<file path="src/rtl/core/gsmin_pkg.sv">
`timescale 1ns / 1ps
package gsmin_pkg;

  // Fixed-point formats
  localparam int FRAC_BITS   = 16;
  localparam int RATIO_SHIFT = 16;
  localparam int PT_W        = 24;          // point width
  localparam int DIFF_W      = PT_W + 1;    // b - a
  localparam int VAL_W       = 48;          // cubic value
  localparam int SQ_W        = 33;          // x*x >>> FRAC_BITS, signed container
  localparam int MUL_A_W     = 33;
  localparam int MUL_B_W     = DIFF_W;
  localparam int PROD_W      = MUL_A_W + MUL_B_W;
  localparam int CNT_W       = 8;

  localparam logic signed [MUL_A_W-1:0] RATIO_HI = 33'sd40503;
  localparam logic signed [MUL_A_W-1:0] RATIO_LO = 33'sd25033;
  localparam logic signed [VAL_W-1:0]   VAL_OFFSET = 48'sd8 <<< FRAC_BITS;

  localparam logic [CNT_W-1:0] LIMIT_RESET = 8'd40;

  // Microcode
  localparam int STEP_W = 5;

  typedef enum logic [3:0] {
    OP_IDLE,
    OP_DIFF,
    OP_MULK,
    OP_PROBE,
    OP_SQR,
    OP_CUBE,
    OP_VALUE,
    OP_SWAP,
    OP_DONE
  } op_t;

  typedef enum logic [1:0] {
    SIDE_LO,
    SIDE_HI,
    SIDE_FLAG
  } side_t;

  typedef enum logic {
    JMP_NONE,
    JMP_MORE
  } jmp_t;

  typedef struct packed {
    op_t              op;
    side_t            side;
    jmp_t             jmp;
    logic [STEP_W-1:0] target;
  } ucw_t;

  // Datapath control bundle
  typedef struct packed {
    logic  load;
    op_t   op;
    side_t side;
  } ctl_t;

  localparam logic [STEP_W-1:0] STEP_LOOP = 5'd11;

  function automatic ucw_t ucode_rom(input logic [STEP_W-1:0] step);
    ucw_t w;
    w = '{op: OP_DONE, side: SIDE_LO, jmp: JMP_NONE, target: '0};
    unique case (step)
      5'd0:  w.op = OP_DIFF;
      5'd1:  begin w.op = OP_MULK;  w.side = SIDE_LO; end
      5'd2:  begin w.op = OP_PROBE; w.side = SIDE_LO; end
      5'd3:  w.op = OP_SQR;
      5'd4:  w.op = OP_CUBE;
      5'd5:  begin w.op = OP_VALUE; w.side = SIDE_LO; end
      5'd6:  begin w.op = OP_MULK;  w.side = SIDE_HI; end
      5'd7:  begin w.op = OP_PROBE; w.side = SIDE_HI; end
      5'd8:  w.op = OP_SQR;
      5'd9:  w.op = OP_CUBE;
      5'd10: begin w.op = OP_VALUE; w.side = SIDE_HI; end
      5'd11: w.op = OP_SWAP;
      5'd12: begin w.op = OP_MULK;  w.side = SIDE_FLAG; end
      5'd13: begin w.op = OP_PROBE; w.side = SIDE_FLAG; end
      5'd14: w.op = OP_SQR;
      5'd15: w.op = OP_CUBE;
      5'd16: begin
        w.op     = OP_VALUE;
        w.side   = SIDE_FLAG;
        w.jmp    = JMP_MORE;
        w.target = STEP_LOOP;
      end
      default: w.op = OP_DONE;
    endcase
    return w;
  endfunction

endpackage

</file>
<file path="src/rtl/core/golden_section_minimizer.sv">
`timescale 1ns / 1ps
// Channel   Handshake                      Beat contents
// input     start & !busy                  interval_start, interval_end (Q8.16)
// result    done (one-cycle strobe)        best_point, best_value, iterations_done,
//                                          final_width
// config    APB write, psel&penable&pwrite  reg 0 @ 0x0: iteration_limit[7:0]
//
// Iterations: a search runs N iterations, N = iteration_limit
// (0 counts as 1); the reset limit is 40. Each iteration is six
// microcode steps around the single shared 33x25 multiplier (probe, x^2, x^3).
// Reset: synchronous, active high; iteration_limit returns to 40, sequencer idles.
// Stalls: none on the result side; done pulses one cycle as busy drops, and a
// new start is taken in that same cycle.
module golden_section_minimizer import gsmin_pkg::*; (
  input  logic                    clk,
  input  logic                    rst,
  // command channel
  input  logic                    start,
  output logic                    busy,
  input  logic signed [PT_W-1:0]  interval_start,
  input  logic signed [PT_W-1:0]  interval_end,
  // result channel
  output logic                    done,
  output logic signed [PT_W-1:0]  best_point,
  output logic signed [VAL_W-1:0] best_value,
  output logic [CNT_W-1:0]        iterations_done,
  output logic [PT_W-1:0]         final_width,
  // APB config
  input  logic                    psel,
  input  logic                    penable,
  input  logic                    pwrite,
  input  logic [2:0]              paddr,
  input  logic [31:0]             pwdata,
  output logic [31:0]             prdata,
  output logic                    pready
);

  logic [CNT_W-1:0]  iteration_limit;
  logic [CNT_W-1:0]  iteration_count;
  logic [STEP_W-1:0] step;
  logic              running;

  ucw_t              uw;
  ctl_t              ctl;
  logic              accept;
  logic              more;
  logic [CNT_W-1:0]  eff_limit;

  logic signed [PT_W-1:0]  lo_point;
  logic signed [VAL_W-1:0] lo_value;
  logic [PT_W-1:0]         span;

  // ---- config: one register, word 0; anything at word 1 is ignored
  assign pready = 1'b1;
  assign prdata = paddr[2] ? 32'd0 : {24'd0, iteration_limit};

  always_ff @(posedge clk) begin
    if (rst) begin
      iteration_limit <= LIMIT_RESET;
    end else if (psel && penable && pwrite && pready && !paddr[2]) begin
      iteration_limit <= pwdata[CNT_W-1:0];
    end
  end

  // ---- microcode sequencer
  assign accept    = start && !busy;
  assign busy      = running;
  assign uw        = ucode_rom(step);
  assign eff_limit = (iteration_limit == '0) ? CNT_W'(1) : iteration_limit;
  assign more      = iteration_count < eff_limit;

  assign ctl.load = accept;
  assign ctl.op   = running ? uw.op : OP_IDLE;
  assign ctl.side = uw.side;

  always_ff @(posedge clk) begin
    if (rst) begin
      running <= 1'b0;
      done    <= 1'b0;
      step    <= '0;
      iteration_count <= '0;
    end else begin
      // result strobe is registered from the done step and rises in the cycle after it
      done <= running && (uw.op == OP_DONE);
      if (accept) begin
        running <= 1'b1;
        step    <= '0;
        iteration_count <= '0;
      end else if (running) begin
        if (uw.op == OP_SWAP) iteration_count <= iteration_count + CNT_W'(1);
        // loop back while iterations remain, else fall through to the done step
        if (uw.op == OP_DONE) begin
          running <= 1'b0;
        end else if (uw.jmp == JMP_MORE && more) begin
          step <= uw.target;
        end else begin
          step <= step + STEP_W'(1);
        end
      end
    end
  end

  // result beat registered at the done step
  always_ff @(posedge clk) begin
    if (running && uw.op == OP_DONE) begin
      best_point      <= lo_point;
      best_value      <= lo_value;
      iterations_done <= iteration_count;
      final_width     <= span;
    end
  end

  gsmin_datapath u_dp (
    .clk            (clk),
    .ctl            (ctl),
    .interval_start (interval_start),
    .interval_end   (interval_end),
    .lo_point       (lo_point),
    .lo_value       (lo_value),
    .span           (span)
  );

endmodule

</file>
<file path="src/rtl/core/gsmin_datapath.sv">
`timescale 1ns / 1ps
module gsmin_datapath import gsmin_pkg::*; (
  input  logic                    clk,
  input  ctl_t                    ctl,
  input  logic signed [PT_W-1:0]  interval_start,
  input  logic signed [PT_W-1:0]  interval_end,
  output logic signed [PT_W-1:0]  lo_point,
  output logic signed [VAL_W-1:0] lo_value,
  output logic [PT_W-1:0]         span
);

  logic signed [PT_W-1:0]    left_end, right_end, low_probe, high_probe, x;
  logic signed [VAL_W-1:0]   low_value, high_value;
  logic signed [DIFF_W-1:0]  d;
  logic signed [SQ_W-1:0]    sq;
  logic signed [PROD_W-1:0]  prod;
  logic                      move_left;

  logic                      side_hi;
  logic signed [MUL_A_W-1:0] mul_a;
  logic signed [MUL_B_W-1:0] mul_b;
  logic signed [PROD_W-1:0]  mul_p;
  logic signed [PT_W-1:0]    new_probe;
  logic signed [SQ_W-1:0]    sq_now;
  logic signed [PROD_W-1:0]  cube_full;
  logic signed [VAL_W-1:0]   f_val;
  logic                      lt;
  logic signed [DIFF_W-1:0]  span_diff;

  assign side_hi = (ctl.side == SIDE_HI) || ((ctl.side == SIDE_FLAG) && move_left);

  // sq is nonnegative and below 2^31, so the slice is exact
  assign sq_now = prod[FRAC_BITS+SQ_W-1:FRAC_BITS];

  always_comb begin
    mul_a = MUL_A_W'(x);
    mul_b = MUL_B_W'(x);
    unique case (ctl.op)
      OP_MULK: begin
        mul_a = side_hi ? RATIO_HI : RATIO_LO;
        mul_b = d;
      end
      OP_CUBE: mul_a = sq_now;
      default: ;
    endcase
  end

  assign mul_p = mul_a * mul_b;

  // probe stays between the ends, so the 24-bit wrap is exact
  assign new_probe = left_end + prod[RATIO_SHIFT+PT_W-1:RATIO_SHIFT];

  // |f| stays below 2^39 for 24-bit x: no saturation can occur
  assign cube_full = prod >>> FRAC_BITS;
  assign f_val = cube_full[VAL_W-1:0] + VAL_W'(sq)
               - {{(VAL_W-PT_W-3){x[PT_W-1]}}, x, 3'b000} - VAL_OFFSET;

  assign lt = low_value < high_value;

  always_ff @(posedge clk) begin
    if (ctl.load) begin
      left_end  <= interval_start;
      right_end <= interval_end;
    end else begin
      unique case (ctl.op)
        OP_DIFF: d <= DIFF_W'(right_end) - DIFF_W'(left_end);
        OP_MULK, OP_SQR: prod <= mul_p;
        OP_PROBE: begin
          x <= new_probe;
          if (side_hi) high_probe <= new_probe;
          else         low_probe  <= new_probe;
        end
        OP_CUBE: begin
          sq   <= sq_now;
          prod <= mul_p;
        end
        OP_VALUE: begin
          if (side_hi) high_value <= f_val;
          else         low_value  <= f_val;
        end
        OP_SWAP: begin
          move_left <= lt;
          if (lt) begin
            left_end  <= low_probe;
            low_probe <= high_probe;
            low_value <= high_value;
            d         <= DIFF_W'(right_end) - DIFF_W'(low_probe);
          end else begin
            right_end  <= high_probe;
            high_probe <= low_probe;
            high_value <= low_value;
            d          <= DIFF_W'(high_probe) - DIFF_W'(left_end);
          end
        end
        default: ;
      endcase
    end
  end

  assign span_diff = DIFF_W'(right_end) - DIFF_W'(left_end);
  assign span      = span_diff[DIFF_W-1] ? PT_W'(-span_diff) : span_diff[PT_W-1:0];
  assign lo_point  = low_probe;
  assign lo_value  = low_value;

endmodule

</file>
<file path="config.mk">
export PLATFORM = sky130hd
export DESIGN_NAME = golden_section_minimizer
export DESIGN_NICKNAME = d
export VERILOG_FILES = /design/src/rtl/core/gsmin_pkg.sv /design/src/rtl/core/golden_section_minimizer.sv /design/src/rtl/core/gsmin_datapath.sv
export SDC_FILE = /design/constraint.sdc
export NUM_CORES = 2
export LEC_CHECK = 0
export BUFFER_PORTS_ARGS = -buffer_cell sky130_fd_sc_hd__buf_2
export CORE_MARGIN = 2
export CORE_UTILIZATION = 65
export CTS_CLUSTER_SIZE = 20
export DETAILED_ROUTE_END_ITERATION = 6
export PLACE_DENSITY = 0.8
export SLEW_MARGIN = 20
export SYNTH_ARGS = -nofsm -noshare
export SYNTH_HDL_FRONTEND = slang
export SYNTH_SLANG_ARGS = --single-unit
</file>
<file path="constraint.sdc">
create_clock -name clk -period 22.8 [get_ports clk]
set_input_delay 3.42 -clock clk [delete_from_list [all_inputs] [get_ports clk]]
set_output_delay 3.42 -clock clk [all_outputs]
set_load 0.01 [all_outputs]
</file>
# Word level (Yosys, flattened, before mapping)
# Cells that the tools add are included.
word_totals:
  register_bits: 460
  in_bits: 89
classes:
  add_sub_neg: 10
  n_mul: 1
  magnitude_cmp: 2
  n_eq_ne: 32
  muxes: 32
  bitwise_logic: 2
  reduce_logical: 39
op_table:
  columns: ["operator", "n"]
  rows:
  - ["2-to-1 mux 24 bit", 10]
  - ["case mux 48 bit (2 select lines)", 2]
  - ["2-to-1 mux 48 bit", 3]
  - ["case mux 24 bit (2 select lines)", 2]
  - ["subtractor 24 x 24 -> 25 bit", 3]
  - ["case mux 33 bit (2 select lines)", 1]
  - ["multiplier 33 x 25 -> 58 bit", 1]
  - ["2-to-1 mux 25 bit", 2]
  - ["case mux 25 bit (2 select lines)", 1]
  - ["less-than comparator 48 bit", 1]
  - ["subtractor 48 x 20 -> 48 bit, second input constant", 1]
  - ["subtractor 48 bit", 1]
  - ["adder 42 x 33 -> 43 bit", 1]
  - ["equality test 5 x 4 -> 1 bit, second input constant", 8]
  - ["case mux 4 bit (7 select lines)", 1]
  - ["adder 24 bit", 1]
  - ["negation 24 bit", 1]
  - ["OR reduction 3 bit", 8]
  - ["equality test 4 x 3 -> 1 bit, second input constant", 5]
  - ["equality test 5 x 3 -> 1 bit, second input constant", 4]
  - ["AND reduction 2 bit", 9]
  - ["2-to-1 mux 16 bit", 1]
  - ["2-to-1 mux 8 bit", 2]
  - ["AND reduction 3 bit", 4]
  - ["other kinds (26)", 45]

# Depth between registers and ports, before layout
depth:
  ltp_word: 9
  ltp_mapped: 41
  mapped_depth_nobuf: 37

# Cells and area by module
# Synthesis repeated with hierarchy kept, for this count alone.
hier_totals:
  hier_cells: 5844
  area_unflattened_um2: 55613.3
by_module_without_submodules:
  columns: ["module", "n_inst", "cells_per_inst", "area_each_um2", "seq_area_each_um2"]
  rows:
  - ["gsmin_datapath", 1, 5511, 50623.6, 9519.1]
  - ["golden_section_minimizer", 1, 333, 4989.8, 3583.4]

# Least setup slack after synthesis
# Ideal clock, no wire load.
synth_timing:
  path_kind: "register -> register"
  startpoint: "reg step[0]"
  endpoint: "reg u_dp.prod[50] (data pin)"
  setup_ns: 0.260
  arrival_time_ns: 10.104
  slack_ns: 12.436
  path_stages_with_launch: 38
  period_less_slack_ns: 10.364
  path_cell_list: "dfxtp_1 inv_1 ha_1 and4bb_4 or3_4 a31oi_4 nand2_1 nor2_1 clkbuf_1 buf_1 buf_1 o21a_1 nor2_1 fa_1 fa_1 inv_1 fa_1 fa_1 [... 2 more ...] fa_1 inv_1 fa_1 inv_1 ha_1 a21o_1 a21o_1 a21o_1 a21o_1 a21oi_1 o21ai_0 o21ai_0 a211oi_2 o211ai_2 o211ai_2 a21o_1 a21o_1 xor2_1"
synth_between:
  elab_chain_len: 9
  word_cells_on_any_way: 37
  cone_classes: "1 x mul; 20 x eq/ne; 6 x mux; 10 x reduce/logical"
synth_rtl:
  columns: ["item", "line_no", "source"]
  rows:
  - ["start: declaration", "golden_section_minimizer.sv:40", "logic [STEP_W-1:0] step;"]
  - ["start signal: assignment", "golden_section_minimizer.sv:95", "step <= uw.target;"]
  - ["start signal: assignment", "golden_section_minimizer.sv:97", "step <= step + STEP_W'(1);"]
  - ["equality test 5 bit, or another cell as far along", "gsmin_pkg.sv:67", "unique case (step)"]
  - ["OR reduction 3 bit (no source line)", null, null]
  - ["case mux 2 bit (2 select lines)", "gsmin_pkg.sv:67", null]
  - ["equality test 2 bit", "gsmin_datapath.sv:30", "assign side_hi = (ctl.side == SIDE_HI) || ((ctl.side == SIDE_FLAG) && move_left);"]
  - ["logical AND 1 bit", "gsmin_datapath.sv:30", null]
  - ["logical OR 1 bit", "gsmin_datapath.sv:30", null]
  - ["2-to-1 mux 16 bit", "gsmin_datapath.sv:40", "mul_a = side_hi ? RATIO_HI : RATIO_LO;"]
  - ["case mux 33 bit (2 select lines)", "gsmin_datapath.sv:38", "unique case (ctl.op)"]
  - ["multiplier 33 x 25 -> 58 bit *", "gsmin_datapath.sv:48", "assign mul_p = mul_a * mul_b;"]
  - ["named net u_dp.mul_p[50]", "gsmin_datapath.sv:22", "logic signed [PROD_W-1:0] mul_p;"]
  - ["end signal: assignment", "gsmin_datapath.sv:67", "OP_MULK, OP_SQR: prod <= mul_p;"]
  - ["end signal: assignment", "gsmin_datapath.sv:75", "prod <= mul_p;"]
  - ["end: declaration", "gsmin_datapath.sv:16", "logic signed [PROD_W-1:0] prod;"]
# The timed path passes the listed nets; every way through them passes the cells marked *.
# A chain may end at the register's enable or synchronous reset.

# Final worst setup path
layout_timing:
  startpoint: "reg step[0]"
  endpoint: "reg u_dp.prod[55] (data pin)"
# Same word-level chain as after synthesis.

==> key figures <==
Status
  • Status: completed

Drt
  • Final wirelength: 169,000 um
  • Via count: 44,595
  • DRC errors left: 0
  • Number of iterations in the first detailed-routing pass: 6
  • Number of vias per cell: 6.16
  • Antenna-violating nets left: 0
  • Wire per inst: 23.4 um
  • Starting DRC count in detailed routing: 4,611

Final layout
  • Number of nets at the end of the flow: 7,422
  • Layout Cell Area excl Fill: 60,200 um^2
  • Count of filler cells inserted in the layout: 6,552
  • Fraction of final layout cells with drive strength greater than 1: 7.24%
  • Multi-input combinational cell area: 38,600 um^2
  • P&R area growth vs syn: 6.95%
  • Register area: 13,100 um^2

Critical path
  • Critical Path Slowest Stage Cell: sky130_fd_sc_hd__fa_1
  • Worst EP arrival: 12.66 ns
  • Capturing element of the worst setup path: u_dp.prod[55]$_DFFE_PP_
  • Setup slack, reg-to-reg: 10.49 ns
  • Maximum fanout encountered on the critical timing path: 64
  • R2R Path Start: step[0]$_SDFFE_PP0P_
  • Crit end category: register
  • Longest individual stage delay on the worst path: 1.10 ns
  • RR Endpoint: u_dp.prod[55]$_DFFE_PP_
  • Kind of critical path: register to register
  • CP dominant cell by count: sky130_fd_sc_hd__inv_1
  • Worst setup path start: step[0]$_SDFFE_PP0P_
  • Data required, critical path: 23.15 ns
  • Cell depth of the worst flop-to-flop path: 37
  • Type of origin of the critical path: register

Floorplan
  • Initial core utilization: 65.9%
  • Placeable core area: 85,400 um^2
  • Die width: 298 um
  • I/O Pins: 228
  • Chip height: 298 um
  • Number of placement rows: 107
  • Die Footprint: 88,900 um^2

Placement
  • Total half-perimeter wirelength after legalization and detailed placement: 130,000 um
  • Cell area reported after detailed placement: 58,500 um^2
  • Count of port buffers added during placement: 176
  • Final Wtd Congestion: 1.05

STA
  • Final min period: 12.31 ns
  • Worst slew pin tran: 1.13 ns
  • Unrepaired setup endpoints after global routing: no
  • Maximum operating frequency: 81.2 MHz
  • Worst-case headroom to the max-slew limit: 24.7%
  • Count of pins over their slew limit: 0
  • Final critical-path share of the clock period: 54.0%
  • Count of final hold-check violations: 0
  • Final setup violation count: 0
  • Setup_tns: 0 ns
  • Worst clock skew: 0.0358 ns

Logic synthesis
  • Main combinational cell family by area after synthesis: adder cells
  • Count of synthesis-stage warnings from yosys: 0
  • Adder and majority gate portion of the synthesized area: 39.8%
  • Flop and latch count out of synthesis: 444
  • Most common flop cell mapped by yosys: sky130_fd_sc_hd__edfxtp_1
  • Multiplexer fraction of the synthesized cell area: 0.425%
  • Number of enable flip-flop cells after synthesis: 421
  • Top-area cell type share of the netlist area: 30.1%
  • Xor and xnor area share after synthesis: 3.42%
  • Count of unique library cells instantiated by Yosys: 99
  • Compound-cell area share of the yosys netlist: 11.2%
  • Biggest area consumer among synthesized cells: sky130_fd_sc_hd__fa_1
  • Post-synthesis sequential area ratio: 23.3%
  • Simple-gate portion of the synthesized area: 13.1%
  • Netlist area before placement: 56,300 um^2
  • Post-Syn Area per Cell: 9.44 um^2
  • Share of synthesized flip-flops with an asynchronous set or reset: 0%
  • Cell count after synthesis: 5,957
  • Top area cells in the synthesized netlist: sky130_fd_sc_hd__fa_1, sky130_fd_sc_hd__edfxtp_1, sky130_fd_sc_hd__ha_1, sky130_fd_sc_hd__inv_1, sky130_fd_sc_hd__nand2_1

Clock network
  • Setup Fix Bufs, Post-CTS: 0
  • Number of buffers added by the clock tree synthesis step: 47
  • Post-CTS Hold Fix Bufs: 0
  • Clock insertion delay at the later pin of the skew report: 0.63 ns
  • Library cell used as clock root buffer: sky130_fd_sc_hd__clkbuf_16
  • Cells resized by post-CTS repair: 0
  • Clock slew at reported path FFs: 0.06 ns
  • CTS tree: yes
  • Clock tree sinks: 444
  • Clock tree buffer depth: 3
  • CTS H-Tree Depth: 2

GRT
  • First-pass GRT wire length: 260,000 um
  • Maximum number of pins on one net before global-route repair: 80
  • Overall track demand over capacity in global routing: 38.6%
  • Via count of the first global-routing pass: 45,362
  • GRT overflow: 0
  • Antenna violations before repair: 7

Flow run
  • Max Cap Violations: 0

Hold path
  • Hold crit path type: register to register
## metrics by stage
| stage | util (%) | cells | hold WS [ns] | setup slack, ns |
|---|---|---|---|---|
| after global routing | 70.4 | 7236 | 0.485 | 10.06 |
| after detailed placement | 68.5 | 7147 | 0.461 | 10.80 |
| after floorplan | - | 5980 | 0.426 | 12.44 |
| after global placement | 68.5 | 7147 | 0.446 | 11.05 |
| after CTS | 70.4 | 7235 | 0.477 | 10.72 |
| final | 70.4 | 7237 | 0.475 | 10.49 |
## layout by cell type (no fill, tap or decap), drive strengths merged, types with 27 or more instances in the layout
cell type and instances:
ha 434, nand2b 34, buf 268, nand3 47, nand4 29, a21oi 276
a21o 175, xnor2 146, and3 27, o21a 44, nor2 581, a211oi 33
nor2b 39, fa 846, xor2 74, o21bai 37, edfxtp 421, nand2 824
clkbuf 58, o21ai 209, a31oi 59, nor3 40, inv 1042
## cell type report
type	instances	share of cell area [%]
clock buffers	58	2.20
multi-input cells	4255	64.1
inverters	1037	6.47
well taps	1144	2.38
diodes	1	0.00416
clock inverters	30	0.447
repair buffers	268	2.62
flip-flops and latches	444	21.8
## routing by layer
| layer | GRT usage, % | wire [um] | vias to the layer above |
|---|---|---|---|
| li1 | - | - | 19371 |
| met5 | 0 | 31 | - |
| met4 | 19.6 | 10700 | 6 |
| met3 | 13.0 | 22900 | 578 |
| met2 | 57.7 | 73500 | 2717 |
| met1 | 50.3 | 62000 | 21923 |
## state kept, by name, summed over array words and instances, names as in the netlist
| name | count |
|---|---|
| u_dp.sq | 33 |
| step | 5 |
| iteration_count | 8 |
| iterations_done | 8 |
| u_dp.move_left | 1 |
| u_dp.prod | 42 |
| u_dp.high_value | 48 |
| u_dp.d | 25 |
| u_dp.right_end | 24 |
| u_dp.lo_value | 48 |
| best_point | 24 |
| u_dp.x | 24 |
| iteration_limit | 8 |
| busy | 1 |
| best_value | 48 |
| u_dp.left_end | 24 |
| done | 1 |
| u_dp.high_probe | 24 |
| u_dp.lo_point | 24 |
| final_width | 24 |
## how the worst min path moves through the flow
stage,from,end,slack [ns],depth (start not counted)
after detailed placement,u_dp.lo_point[19]$_DFFE_PP_,best_point[19]$_DFFE_PP_,0.46,0
after floorplan,u_dp.lo_point[18]$_DFFE_PP_,best_point[18]$_DFFE_PP_,0.43,0
after global routing,u_dp.lo_point[17]$_DFFE_PP_,best_point[17]$_DFFE_PP_,0.48,0
after global placement,iteration_limit[2]$_SDFFE_PP0P_,iteration_limit[2]$_SDFFE_PP0P_,0.45,2
after CTS,u_dp.lo_point[17]$_DFFE_PP_,best_point[17]$_DFFE_PP_,0.48,0
final,u_dp.lo_point[17]$_DFFE_PP_,best_point[17]$_DFFE_PP_,0.47,0
## synthesized netlist by cell type (44+ instances only)
master,count
sky130_fd_sc_hd__a21o_1,174
sky130_fd_sc_hd__a21oi_1,273
sky130_fd_sc_hd__a31oi_1,58
sky130_fd_sc_hd__clkbuf_1,198
sky130_fd_sc_hd__edfxtp_1,421
sky130_fd_sc_hd__fa_1,846
sky130_fd_sc_hd__ha_1,434
sky130_fd_sc_hd__inv_1,1035
sky130_fd_sc_hd__nand2_1,824
sky130_fd_sc_hd__nand3_1,46
sky130_fd_sc_hd__nor2_1,580
sky130_fd_sc_hd__o21a_1,44
sky130_fd_sc_hd__o21ai_0,188
sky130_fd_sc_hd__xnor2_1,146
sky130_fd_sc_hd__xor2_1,74
## critical path: cells and delay by family, from the launching register on
family	cells	cell delay, ns
XOR/XNOR	1	0.09
adder cells (fa/ha/maj)	8	4.68
AND/OR/NAND/NOR	6	1.28
AO/OA/AOI/OAI	12	2.79
flip-flops	1	0.43
buffers and inverters	10	2.66
## kinds of logic after synthesis
| kind of cell | count (synthesis) |
|---|---|
| buf+inv | 1281 |
| simple gates | 1732 |
| mux | 22 |
| compound gates | 976 |
| fa+ha+maj | 1280 |
| xor+xnor | 220 |
| flops | 444 |
| other cells | 2 |
Power is left out: the tool's default activity adds up to more than one toggle a clock period on the data nets, which glitch-free logic cannot reach.
